--- src/design/htb_pkg.sv ---
`timescale 1ns / 1ps
// htb_pkg: sizes, command and result types, status codes and state codes
// shared by the Huffman tree builder. No dependencies.
package htb_pkg;

    localparam int MAX_LEAVES  = 32;
    localparam int WEIGHT_BITS = 16;
    localparam int NODE_SLOTS  = 2 * MAX_LEAVES;

    // Field widths of the transactions
    localparam int LEAF_W = 16;
    localparam int NODE_W = 21;
    localparam int IDX_W  = 6;
    localparam int STAT_W = 2;

    localparam int CNT_W  = $clog2(MAX_LEAVES + 1);
    localparam int LINK_W = 2 * IDX_W;

    // command queue between front and back
    localparam int CMD_DEPTH = 4;
    localparam int CMD_PTR_W = $clog2(CMD_DEPTH);
    localparam int CMD_CNT_W = $clog2(CMD_DEPTH + 1);

    typedef enum logic [STAT_W-1:0] {
        BS_OK      = 2'd0,
        BS_TOO_FEW = 2'd1,
        BS_EXCESS  = 2'd2
    } t_build_status;

    // one command per accepted leaf transaction
    typedef struct packed {
        logic              store;   // write weight at addr
        logic              build;   // last leaf of the run: start the build
        logic              excess;  // a leaf was dropped in this run
        logic [IDX_W-1:0]  addr;    // leaf node number
        logic [CNT_W-1:0]  count;   // leaves held after this one
        logic [NODE_W-1:0] weight;
    } t_cmd;

    typedef struct packed {
        logic [IDX_W-1:0]  node_index;
        logic [NODE_W-1:0] node_weight;
        logic [IDX_W-1:0]  parent_index;
        logic [IDX_W-1:0]  left_index;
        logic [IDX_W-1:0]  right_index;
        t_build_status     build_status;
        logic              run_end;
    } t_node_res;

    typedef enum logic [7:0] {
        ST_IDLE     = 8'b0000_0001,
        ST_SCAN     = 8'b0000_0010,
        ST_SCAN_END = 8'b0000_0100,
        ST_MERGE_A  = 8'b0000_1000,
        ST_MERGE_B  = 8'b0001_0000,
        ST_OUT_RD   = 8'b0010_0000,
        ST_OUT_LD   = 8'b0100_0000,
        ST_ERR      = 8'b1000_0000
    } t_back_state;

endpackage

--- src/design/htb_if.sv ---
`timescale 1ns / 1ps
// htb_if: valid/ready channel interfaces for leaf input and node output.
// Depends on htb_pkg.
interface htb_leaf_if import htb_pkg::*; ();
    logic              valid;
    logic              ready;
    logic [LEAF_W-1:0] leaf_weight;
    logic              final_leaf;

    modport source (output valid, output leaf_weight, output final_leaf, input ready);
    modport sink   (input valid, input leaf_weight, input final_leaf, output ready);
endinterface

interface htb_node_if import htb_pkg::*; ();
    logic              valid;
    logic              ready;
    logic [IDX_W-1:0]  node_index;
    logic [NODE_W-1:0] node_weight;
    logic [IDX_W-1:0]  parent_index;
    logic [IDX_W-1:0]  left_index;
    logic [IDX_W-1:0]  right_index;
    logic [STAT_W-1:0] build_status;
    logic              run_end;

    modport source (output valid, output node_index, output node_weight,
                    output parent_index, output left_index, output right_index,
                    output build_status, output run_end, input ready);
    modport sink   (input valid, input node_index, input node_weight,
                    input parent_index, input left_index, input right_index,
                    input build_status, input run_end, output ready);
endinterface

--- src/design/htb_ram.sv ---
`timescale 1ns / 1ps
// htb_ram: generic one-write, one-read RAM with registered read data.
// No dependencies.
module htb_ram #(
    parameter int WIDTH = 8,
    parameter int DEPTH = 64
) (
    input  logic                     i_clk,
    input  logic                     i_we,
    input  logic [$clog2(DEPTH)-1:0] i_waddr,
    input  logic [WIDTH-1:0]         i_wdata,
    input  logic [$clog2(DEPTH)-1:0] i_raddr,
    output logic [WIDTH-1:0]         o_rdata
);

    logic [WIDTH-1:0] r_mem [DEPTH];
    logic [WIDTH-1:0] r_rdata;

    always_ff @(posedge i_clk) begin
        if (i_we) begin
            r_mem[i_waddr] <= i_wdata;
        end
        r_rdata <= r_mem[i_raddr];
    end

    assign o_rdata = r_rdata;

endmodule

--- src/design/htb_front.sv ---
`timescale 1ns / 1ps
// htb_front: accepts leaf transactions, numbers them, drops excess leaves
// and turns each into a command for the queue. Depends on htb_pkg, htb_if.
module htb_front import htb_pkg::*; (
    input  logic          i_clk,
    input  logic          i_rst_n,
    htb_leaf_if.sink      i_leaf,
    input  logic          i_full,
    output logic          o_push,
    output t_cmd          o_cmd
);

    logic [CNT_W-1:0] r_leaf_count, n_leaf_count;
    logic             r_excess, n_excess;
    logic             accept;
    logic             store;

    always_comb begin
        i_leaf.ready = !i_full;
        accept       = i_leaf.valid && !i_full;
        store        = r_leaf_count < CNT_W'(MAX_LEAVES);

        o_cmd.store  = store;
        o_cmd.build  = i_leaf.final_leaf;
        o_cmd.excess = r_excess || !store;
        o_cmd.addr   = IDX_W'(r_leaf_count) + IDX_W'(1);
        o_cmd.count  = store ? r_leaf_count + CNT_W'(1) : r_leaf_count;
        o_cmd.weight = NODE_W'(i_leaf.leaf_weight[WEIGHT_BITS-1:0]);
        o_push       = accept;

        n_leaf_count = r_leaf_count;
        n_excess     = r_excess;
        if (accept) begin
            if (i_leaf.final_leaf) begin
                n_leaf_count = '0;
                n_excess     = 1'b0;
            end else begin
                n_leaf_count = o_cmd.count;
                n_excess     = o_cmd.excess;
            end
        end
    end

    always_ff @(posedge i_clk) begin
        if (!i_rst_n) begin
            r_leaf_count <= '0;
            r_excess     <= 1'b0;
        end else begin
            r_leaf_count <= n_leaf_count;
            r_excess     <= n_excess;
        end
    end

endmodule

--- src/design/htb_cmd_fifo.sv ---
`timescale 1ns / 1ps
// htb_cmd_fifo: short command queue between front and back.
// Depends on htb_pkg.
module htb_cmd_fifo import htb_pkg::*; (
    input  logic i_clk,
    input  logic i_rst_n,
    input  logic i_push,
    input  t_cmd i_cmd,
    output logic o_full,
    input  logic i_pop,
    output t_cmd o_cmd,
    output logic o_empty
);

    t_cmd                 r_mem [CMD_DEPTH];
    logic [CMD_PTR_W-1:0] r_wr_ptr, n_wr_ptr;
    logic [CMD_PTR_W-1:0] r_rd_ptr, n_rd_ptr;
    logic [CMD_CNT_W-1:0] r_count, n_count;
    logic                 do_push, do_pop;

    always_comb begin
        o_full   = r_count == CMD_CNT_W'(CMD_DEPTH);
        o_empty  = r_count == '0;
        o_cmd    = r_mem[r_rd_ptr];
        do_push  = i_push && !o_full;
        do_pop   = i_pop && !o_empty;
        n_wr_ptr = do_push ? r_wr_ptr + CMD_PTR_W'(1) : r_wr_ptr;
        n_rd_ptr = do_pop ? r_rd_ptr + CMD_PTR_W'(1) : r_rd_ptr;
        n_count  = r_count;
        if (do_push && !do_pop) begin
            n_count = r_count + CMD_CNT_W'(1);
        end else if (do_pop && !do_push) begin
            n_count = r_count - CMD_CNT_W'(1);
        end
    end

    always_ff @(posedge i_clk) begin
        if (do_push) begin
            r_mem[r_wr_ptr] <= i_cmd;
        end
    end

    always_ff @(posedge i_clk) begin
        if (!i_rst_n) begin
            r_wr_ptr <= '0;
            r_rd_ptr <= '0;
            r_count  <= '0;
        end else begin
            r_wr_ptr <= n_wr_ptr;
            r_rd_ptr <= n_rd_ptr;
            r_count  <= n_count;
        end
    end

endmodule

--- src/design/htb_back.sv ---
`timescale 1ns / 1ps
// htb_back: stores leaf weights, runs the merge scans and streams out the
// node table. Depends on htb_pkg, htb_if, htb_ram.
module htb_back import htb_pkg::*; (
    input  logic      i_clk,
    input  logic      i_rst_n,
    input  logic      i_empty,
    input  t_cmd      i_cmd,
    output logic      o_pop,
    htb_node_if.source o_node
);

    t_back_state r_state, n_state;
    logic        r_ovalid, n_ovalid;
    t_node_res   r_out, n_out;

    logic [CNT_W-1:0]      r_n, n_n;
    logic [IDX_W-1:0]      r_m, n_m;       // root node number
    logic [IDX_W-1:0]      r_node, n_node; // node being built
    logic [IDX_W-1:0]      r_addr, n_addr; // scan / output address
    t_build_status         r_status, n_status;
    logic [NODE_SLOTS-1:0] r_has_parent, n_has_parent;

    // scan pipeline: read issued last cycle
    logic             r_rd_valid;
    logic             r_rd_free;
    logic [IDX_W-1:0] r_rd_idx;

    // two least parentless nodes so far
    logic [IDX_W-1:0]  r_a, n_a, r_b, n_b;
    logic [NODE_W-1:0] r_wa, n_wa, r_wb, n_wb;
    logic              r_have_a, n_have_a, r_have_b, n_have_b;

    logic              w_we, p_we, l_we;
    logic [IDX_W-1:0]  w_waddr, p_waddr;
    logic [NODE_W-1:0] w_wdata, w_rdata;
    logic [IDX_W-1:0]  p_rdata;
    logic [LINK_W-1:0] l_rdata;

    htb_ram #(.WIDTH(NODE_W), .DEPTH(NODE_SLOTS)) u_weight_ram (
        .i_clk  (i_clk),
        .i_we   (w_we),
        .i_waddr(w_waddr),
        .i_wdata(w_wdata),
        .i_raddr(r_addr),
        .o_rdata(w_rdata)
    );

    htb_ram #(.WIDTH(IDX_W), .DEPTH(NODE_SLOTS)) u_parent_ram (
        .i_clk  (i_clk),
        .i_we   (p_we),
        .i_waddr(p_waddr),
        .i_wdata(r_node),
        .i_raddr(r_addr),
        .o_rdata(p_rdata)
    );

    htb_ram #(.WIDTH(LINK_W), .DEPTH(NODE_SLOTS)) u_link_ram (
        .i_clk  (i_clk),
        .i_we   (l_we),
        .i_waddr(r_node),
        .i_wdata({r_a, r_b}),
        .i_raddr(r_addr),
        .o_rdata(l_rdata)
    );

    always_comb begin
        o_pop   = (r_state == ST_IDLE) && !i_empty;
        w_we    = (o_pop && i_cmd.store) || (r_state == ST_MERGE_A);
        w_waddr = (r_state == ST_MERGE_A) ? r_node : i_cmd.addr;
        w_wdata = (r_state == ST_MERGE_A) ? r_wa + r_wb : i_cmd.weight;
        p_we    = (r_state == ST_MERGE_A) || (r_state == ST_MERGE_B);
        p_waddr = (r_state == ST_MERGE_A) ? r_a : r_b;
        l_we    = r_state == ST_MERGE_A;
    end

    always_comb begin
        n_state      = r_state;
        n_ovalid     = r_ovalid;
        n_out        = r_out;
        n_n          = r_n;
        n_m          = r_m;
        n_node       = r_node;
        n_addr       = r_addr;
        n_status     = r_status;
        n_has_parent = r_has_parent;
        n_a          = r_a;
        n_b          = r_b;
        n_wa         = r_wa;
        n_wb         = r_wb;
        n_have_a     = r_have_a;
        n_have_b     = r_have_b;

        if (r_ovalid && o_node.ready) begin
            n_ovalid = 1'b0;
        end

        // running two-minimum, lower node number wins ties
        if (r_rd_valid && r_rd_free) begin
            if (!r_have_a || w_rdata < r_wa) begin
                n_b      = r_a;
                n_wb     = r_wa;
                n_have_b = r_have_a;
                n_a      = r_rd_idx;
                n_wa     = w_rdata;
                n_have_a = 1'b1;
            end else if (!r_have_b || w_rdata < r_wb) begin
                n_b      = r_rd_idx;
                n_wb     = w_rdata;
                n_have_b = 1'b1;
            end
        end

        unique case (r_state)
            ST_IDLE: begin
                if (!i_empty && i_cmd.build) begin
                    if (i_cmd.count < CNT_W'(2)) begin
                        n_state = ST_ERR;
                    end else begin
                        n_n          = i_cmd.count;
                        n_m          = IDX_W'(2 * i_cmd.count - 1);
                        n_node       = IDX_W'(i_cmd.count) + IDX_W'(1);
                        n_status     = i_cmd.excess ? BS_EXCESS : BS_OK;
                        n_addr       = IDX_W'(1);
                        n_has_parent = '0;
                        n_have_a     = 1'b0;
                        n_have_b     = 1'b0;
                        n_state      = ST_SCAN;
                    end
                end
            end
            ST_SCAN: begin
                if (r_addr == r_node - IDX_W'(1)) begin
                    n_state = ST_SCAN_END;
                end else begin
                    n_addr = r_addr + IDX_W'(1);
                end
            end
            ST_SCAN_END: begin
                n_state = ST_MERGE_A;
            end
            ST_MERGE_A: begin
                n_has_parent[r_a] = 1'b1;
                n_has_parent[r_b] = 1'b1;
                n_state           = ST_MERGE_B;
            end
            ST_MERGE_B: begin
                n_addr = IDX_W'(1);
                if (r_node == r_m) begin
                    n_state = ST_OUT_RD;
                end else begin
                    n_node   = r_node + IDX_W'(1);
                    n_have_a = 1'b0;
                    n_have_b = 1'b0;
                    n_state  = ST_SCAN;
                end
            end
            ST_OUT_RD: begin
                // read issued at r_addr; only when the output slot frees up
                if (!r_ovalid || o_node.ready) begin
                    n_state = ST_OUT_LD;
                end
            end
            ST_OUT_LD: begin
                n_ovalid           = 1'b1;
                n_out.node_index   = r_addr;
                n_out.node_weight  = w_rdata;
                n_out.parent_index = (r_addr == r_m) ? '0 : p_rdata;
                n_out.left_index   = (r_addr <= IDX_W'(r_n)) ? '0 : l_rdata[LINK_W-1:IDX_W];
                n_out.right_index  = (r_addr <= IDX_W'(r_n)) ? '0 : l_rdata[IDX_W-1:0];
                n_out.build_status = r_status;
                n_out.run_end      = r_addr == r_m;
                if (r_addr == r_m) begin
                    n_state = ST_IDLE;
                end else begin
                    n_addr  = r_addr + IDX_W'(1);
                    n_state = ST_OUT_RD;
                end
            end
            ST_ERR: begin
                if (!r_ovalid || o_node.ready) begin
                    n_ovalid           = 1'b1;
                    n_out.node_index   = '0;
                    n_out.node_weight  = '0;
                    n_out.parent_index = '0;
                    n_out.left_index   = '0;
                    n_out.right_index  = '0;
                    n_out.build_status = BS_TOO_FEW;
                    n_out.run_end      = 1'b1;
                    n_state            = ST_IDLE;
                end
            end
            default: begin
                n_state = ST_IDLE;
            end
        endcase
    end

    always_ff @(posedge i_clk) begin
        if (!i_rst_n) begin
            r_state  <= ST_IDLE;
            r_ovalid <= 1'b0;
        end else begin
            r_state  <= n_state;
            r_ovalid <= n_ovalid;
        end
    end

    always_ff @(posedge i_clk) begin
        r_out        <= n_out;
        r_n          <= n_n;
        r_m          <= n_m;
        r_node       <= n_node;
        r_addr       <= n_addr;
        r_status     <= n_status;
        r_has_parent <= n_has_parent;
        r_a          <= n_a;
        r_b          <= n_b;
        r_wa         <= n_wa;
        r_wb         <= n_wb;
        r_have_a     <= n_have_a;
        r_have_b     <= n_have_b;
        r_rd_valid   <= r_state == ST_SCAN;
        r_rd_idx     <= r_addr;
        r_rd_free    <= !r_has_parent[r_addr];
    end

    assign o_node.valid        = r_ovalid;
    assign o_node.node_index   = r_out.node_index;
    assign o_node.node_weight  = r_out.node_weight;
    assign o_node.parent_index = r_out.parent_index;
    assign o_node.left_index   = r_out.left_index;
    assign o_node.right_index  = r_out.right_index;
    assign o_node.build_status = r_out.build_status;
    assign o_node.run_end      = r_out.run_end;

    a_out_slot_free: assert property (@(posedge i_clk) disable iff (!i_rst_n)
        (r_state == ST_OUT_LD) |-> !r_ovalid)
        else $error("output register loaded while still occupied");

    a_merge_pair: assert property (@(posedge i_clk) disable iff (!i_rst_n)
        (r_state == ST_MERGE_A) |-> (r_have_a && r_have_b && r_a != r_b
                                     && r_a < r_node && r_b < r_node))
        else $error("merge without two distinct parentless children");

    a_scan_range: assert property (@(posedge i_clk) disable iff (!i_rst_n)
        (r_state == ST_SCAN) |-> (r_addr != '0 && r_addr < r_node))
        else $error("scan address outside built nodes");

endmodule

--- src/design/huffman_tree_builder.sv ---
`timescale 1ns / 1ps
// huffman_tree_builder: top level, front + command queue + back.
// Depends on htb_pkg, htb_if, htb_front, htb_cmd_fifo, htb_back.

// Leaf weights enter one per transaction on i_leaf and are numbered 1..n;
// the transaction with final_leaf set is itself a leaf and starts the build.
// Up to 32 leaves are kept per run, later ones are dropped and the run's
// results carry build_status 2. After the build the block streams all 2n-1
// node entries on o_node in node order, run_end marking the root; a run of
// fewer than two leaves yields a single result with status 1 and run_end
// set, all other fields zero. The front takes a leaf every cycle while the
// 4-entry command queue has room; the back pops commands only while idle.
// Each merge of a build scans nodes 1..i-1 (i the new node) through the
// single read port of the weight RAM, one node per cycle, waits in
// ST_SCAN_END for the last read to land, then writes the new node in
// ST_MERGE_A and ST_MERGE_B. Output then reads each node (ST_OUT_RD) and
// loads the output register (ST_OUT_LD), waiting while the sink holds off
// ready. New leaves are accepted into the queue during a build and wait
// there until the back returns to idle.
module huffman_tree_builder import htb_pkg::*; (
    input  logic       i_clk,
    input  logic       i_rst_n,
    htb_leaf_if.sink   i_leaf,
    htb_node_if.source o_node
);

    // front -> queue
    logic push;
    logic full;
    t_cmd push_cmd;

    // queue -> back
    logic pop;
    logic empty;
    t_cmd head_cmd;

    // front numbers leaves and flags drops/overflow per transaction
    htb_front u_front (
        .i_clk  (i_clk),
        .i_rst_n(i_rst_n),
        .i_leaf (i_leaf),
        .i_full (full),
        .o_push (push),
        .o_cmd  (push_cmd)
    );

    // decouples leaf intake from the long build scan
    htb_cmd_fifo u_cmd_fifo (
        .i_clk  (i_clk),
        .i_rst_n(i_rst_n),
        .i_push (push),
        .i_cmd  (push_cmd),
        .o_full (full),
        .i_pop  (pop),
        .o_cmd  (head_cmd),
        .o_empty(empty)
    );

    // back owns the node RAMs, the merge sequencer and the output register
    htb_back u_back (
        .i_clk  (i_clk),
        .i_rst_n(i_rst_n),
        .i_empty(empty),
        .i_cmd  (head_cmd),
        .o_pop  (pop),
        .o_node (o_node)
    );

endmodule

--- src/flat_wrapper.sv ---
// flat-port wrapper written by rule: the top's interface ports become plain ports
module huffman_tree_builder_flat import htb_pkg::*;
  (i_clk, i_rst_n, i_leaf_valid, i_leaf_leaf_weight, i_leaf_final_leaf, i_leaf_ready, o_node_valid, o_node_node_index, o_node_node_weight, o_node_parent_index, o_node_left_index, o_node_right_index, o_node_build_status, o_node_run_end, o_node_ready);
  htb_leaf_if i_leaf_i ();
  htb_node_if o_node_i ();
  input  logic i_clk;
  input  logic i_rst_n;
  input wire logic [$bits(i_leaf_i.valid)-1:0] i_leaf_valid;
  input wire logic [$bits(i_leaf_i.leaf_weight)-1:0] i_leaf_leaf_weight;
  input wire logic [$bits(i_leaf_i.final_leaf)-1:0] i_leaf_final_leaf;
  output wire logic [$bits(i_leaf_i.ready)-1:0] i_leaf_ready;
  output wire logic [$bits(o_node_i.valid)-1:0] o_node_valid;
  output wire logic [$bits(o_node_i.node_index)-1:0] o_node_node_index;
  output wire logic [$bits(o_node_i.node_weight)-1:0] o_node_node_weight;
  output wire logic [$bits(o_node_i.parent_index)-1:0] o_node_parent_index;
  output wire logic [$bits(o_node_i.left_index)-1:0] o_node_left_index;
  output wire logic [$bits(o_node_i.right_index)-1:0] o_node_right_index;
  output wire logic [$bits(o_node_i.build_status)-1:0] o_node_build_status;
  output wire logic [$bits(o_node_i.run_end)-1:0] o_node_run_end;
  input wire logic [$bits(o_node_i.ready)-1:0] o_node_ready;
  assign i_leaf_i.valid = i_leaf_valid;
  assign i_leaf_i.leaf_weight = i_leaf_leaf_weight;
  assign i_leaf_i.final_leaf = i_leaf_final_leaf;
  assign i_leaf_ready = i_leaf_i.ready;
  assign o_node_valid = o_node_i.valid;
  assign o_node_node_index = o_node_i.node_index;
  assign o_node_node_weight = o_node_i.node_weight;
  assign o_node_parent_index = o_node_i.parent_index;
  assign o_node_left_index = o_node_i.left_index;
  assign o_node_right_index = o_node_i.right_index;
  assign o_node_build_status = o_node_i.build_status;
  assign o_node_run_end = o_node_i.run_end;
  assign o_node_i.ready = o_node_ready;
  huffman_tree_builder u_core (.i_clk(i_clk), .i_rst_n(i_rst_n), .i_leaf(i_leaf_i), .o_node(o_node_i));
endmodule
--- config.mk ---
export PLATFORM = sky130hd
export DESIGN_NAME = huffman_tree_builder_flat
export DESIGN_NICKNAME = d
export VERILOG_FILES = /design/src/design/htb_pkg.sv /design/src/design/htb_if.sv /design/src/design/htb_ram.sv /design/src/design/htb_front.sv /design/src/design/htb_cmd_fifo.sv /design/src/design/htb_back.sv /design/src/design/huffman_tree_builder.sv /design/src/flat_wrapper.sv
export SDC_FILE = /design/constraint.sdc
export NUM_CORES = 2
export LEC_CHECK = 0
export BUFFER_PORTS_ARGS = -buffer_cell sky130_fd_sc_hd__buf_4
export CORE_MARGIN = 2
export CORE_UTILIZATION = 57
export CTS_BUF_LIST = sky130_fd_sc_hd__clkbuf_8 sky130_fd_sc_hd__clkbuf_16
export DETAILED_ROUTE_END_ITERATION = 6
export HOLD_SLACK_MARGIN = 0.08
export PLACE_DENSITY = 0.76
export SYNTH_ARGS = -nofsm -noshare
export SYNTH_HDL_FRONTEND = slang
export SYNTH_SLANG_ARGS = --single-unit
export TNS_END_PERCENT = 5
--- constraint.sdc ---
create_clock -name i_clk -period 5.4 [get_ports i_clk]
set_input_delay 0 -clock i_clk [delete_from_list [all_inputs] [get_ports i_clk]]
set_output_delay 0 -clock i_clk [all_outputs]
set_load 0.1 [all_outputs]
==> metrics.txt <==
final hold slack 0.145 ns; pin count of the biggest net entering global routing 118; Post-synth top flop edfxtp_1; Slowest-stage cell, CP nor2_1; crit path capture type register; CTS Sinks approximately 2900; drt drc 1; CP arrival around 5 ns; Setup crit start kind register; critical path class register to register; Setup TNS Final 0 ns; Congestion Overflow GR 0; Async SR Flop Fraction 0; Clk Latency, worst-skew pair 0.95 ns; top post-synthesis cells by count edfxtp_1 (2810), mux4_2 (746), nor2_1 (390); Power Dens Cells between 400 and 500 mW/mm2; slew margin rel. -0.0194; Final Core Density 0.644; Yosys Warn Count 0; share of the synthesized area in the top cell type 0.741; number of synthesized flops with an enable pin 2810; outcome finished with violations; chip height roughly 450 um; total power draw 59.9 mW; top cells by area, synth edfxtp_1 (74%), mux4_2 (15%), dfxtp_1 (1.3%), nor2_1 (1.3%), ha_1 (0.85%); Post-Syn Instances 5545; failing checks DRC, capacitance limit, slew limit; Synth cell types 68; synthesized area 0.114 mm2; core area 0.199 mm2; worst hold path class input pin to register; 1st-iter DRT viols 8971; CP max FO 14; slew of the pin with the lowest slew margin about 1.5 ns; Routed Antenna Nets 0; die width between 400 and 500 um; max incr delay on CP 1.27 ns; root buf cell clkbuf_16; clk_skew 0.0467 ns; drt first pass iters 7; top-level I/O count a little over 70; RSZ-0062 raised after global routing false; Via density roughly 6.8; Synth Net Count ~5600; count leader, synth edfxtp_1; fin nets 5989; maximum clock path buffer count 4; hpwl dp between 150000 and 200000 um; sequential share of the synthesized area 0.754; Worst Path Required 5.96 ns; WL/cell 32.5 um; global-route wire length before repair 411000 um; kind of cell adding the most delay to the critical path simple AND/OR/NAND/NOR gates; Period Utilization, post-route 0.823; Finished Cell Area 0.128 mm2; Max Clk Rate 225 MHz; Placed Area 0.119 mm2; Slew Limit Fails 5; # H-tree levels 5; Avg Inst Size Synth slightly above 20 um2; vias 59388; Post-Layout Cell Count 8758; clk slew on worst S/H paths 0.06 ns; placed cells 8214; total wire length 285000 um; vias in the first global route 58842; setup violators final 0; CTS buffer count 289; Pleak 42.0 nW; CTS tree done; Final min period 4.44 ns; worst path cell trace nor4_1 -> buf_4 -> and3_1 -> buf_4 -> nand4_1 -> nor2_1; Post-CTS Setup Inserts 0; layout cells sized above 1 0.261; setup ws final 0.955 ns; Port Buffers 70; post-CTS resize count 0; area leader, netlist edfxtp_1; Initial Utilization 0.572; # rows 164; final hold vios 0; Layout area overhead 12.6%; initial antenna violation count 9; max cap viols 1; GRT Total Usage 0.280; flops & latches, synth 2884; gpl congestion 0.915; Bufs and invs on worst path 2; dpl ws 1.16 ns; Peak VDD IR 0.428 mV; die area slightly above 0.2 mm2; Critical Path Most Common Cell buf_4
-- where the power goes --
part / total, mW / switching [mW] / internal [mW] / leakage [nW]
combinational: 13.1 / 8.56 / 4.54 / 10.8
clock: 19.1 / 8.15 / 11.0 / 4.64
sequential: 27.6 / 0.697 / 26.9 / 26.6
-- worst register-to-register path, cell delays in order (launching register included) --
cell	delay (ns)
dfxtp_1	0.36
nor4_1	0.39
buf_4	0.22
and3_1	0.59
buf_4	0.35
nand4_1	0.91
nor2_1	1.27
-- sequential cells by signal, indices dropped and copies added (netlist names), 8 cells and up, named ones only --
signal                              count
u_core.u_back.u_weight_ram.r_mem     1344
u_core.u_back.u_link_ram.r_mem        768
u_core.u_back.u_parent_ram.r_mem      384
u_core.u_cmd_fifo.r_mem               124
u_core.u_back.r_has_parent             64
u_core.u_back.o_node.node_weight       21
u_core.u_back.r_wa                     21
u_core.u_back.r_wb                     21
u_core.u_back.u_weight_ram.o_rdata     21
u_core.u_back.u_link_ram.o_rdata       12
u_core.u_back.r_state                   8
-- placed cells by master, fill, tap and decap left out, drive strengths merged, types with 30 or more instances in the layout --
cell	count
inv	146
a221oi	33
dlygate4sd3	40
dfxtp	74
nor2b	30
o22ai	77
xnor2	33
edfxtp	2810
a21oi	96
mux4	746
mux2	49
a211oi	74
mux2i	76
o21ai	59
clkbuf	304
buf	300
clkinv	91
and2	88
nor2	390
nand2	148
ha	77
nand3	38
-- area by class of cell --
class,instances,area (um2)
Sequential cell,2884,85900
Fill cell,12446,71000
Multi-Input combinational cell,2305,27000
Clock buffer,304,7520
Tap cell,2656,3320
Timing Repair Buffer,340,2840
Clock inverter,193,1390
Inverter,69,260
Antenna cell,7,17.5
-- kinds of logic (layout without fill, tap and decap cells) --
group	count (synthesis)	in the layout	share of synthesized area
other	0	7	0
XOR/XNOR	55	55	0.00423
AO/OA/AOI/OAI	460	460	0.0270
multiplexers	871	871	0.159
adder cells (fa/ha/maj)	79	79	0.00881
buffers and inverters	356	906	0.0127
AND/OR/NAND/NOR	840	840	0.0343
flip-flops	2884	2884	0.754
-- path summary, 6_finish.rpt --
path | to | from | cells after the start | slack, ns
setup / recovery | u_core.u_back.u_link_ram.r_mem[31][9] | u_core.u_back.r_state[1] | 6 | 0.96
setup reg to reg | u_core.u_back.u_link_ram.r_mem[31][9] | u_core.u_back.r_state[1] | 6 | 0.96
hold reg to reg | u_core.u_back.r_a[4] | u_core.u_back.r_rd_idx[4] | 0 | 0.43
hold / removal | u_core.u_front.r_excess | i_leaf_final_leaf | 5 | 0.15
-- layer usage --
layer / track usage / wire [um] / share of wire
met1: 0.399 / 105000 / 0.37
met2: 0.431 / 135000 / 0.47
met4: 0.104 / 11400 / 0.040
met5: 0 / 74 / 0.00026
met3: 0.0620 / 33400 / 0.12
-- timing repair --
action                                  in CTS  in global routing
endpoints found under the setup margin       0                  0
endpoints found under the hold margin      217                  0
hold buffers                                40                  0
No activity file was read; power rests on OpenSTA's default activity.
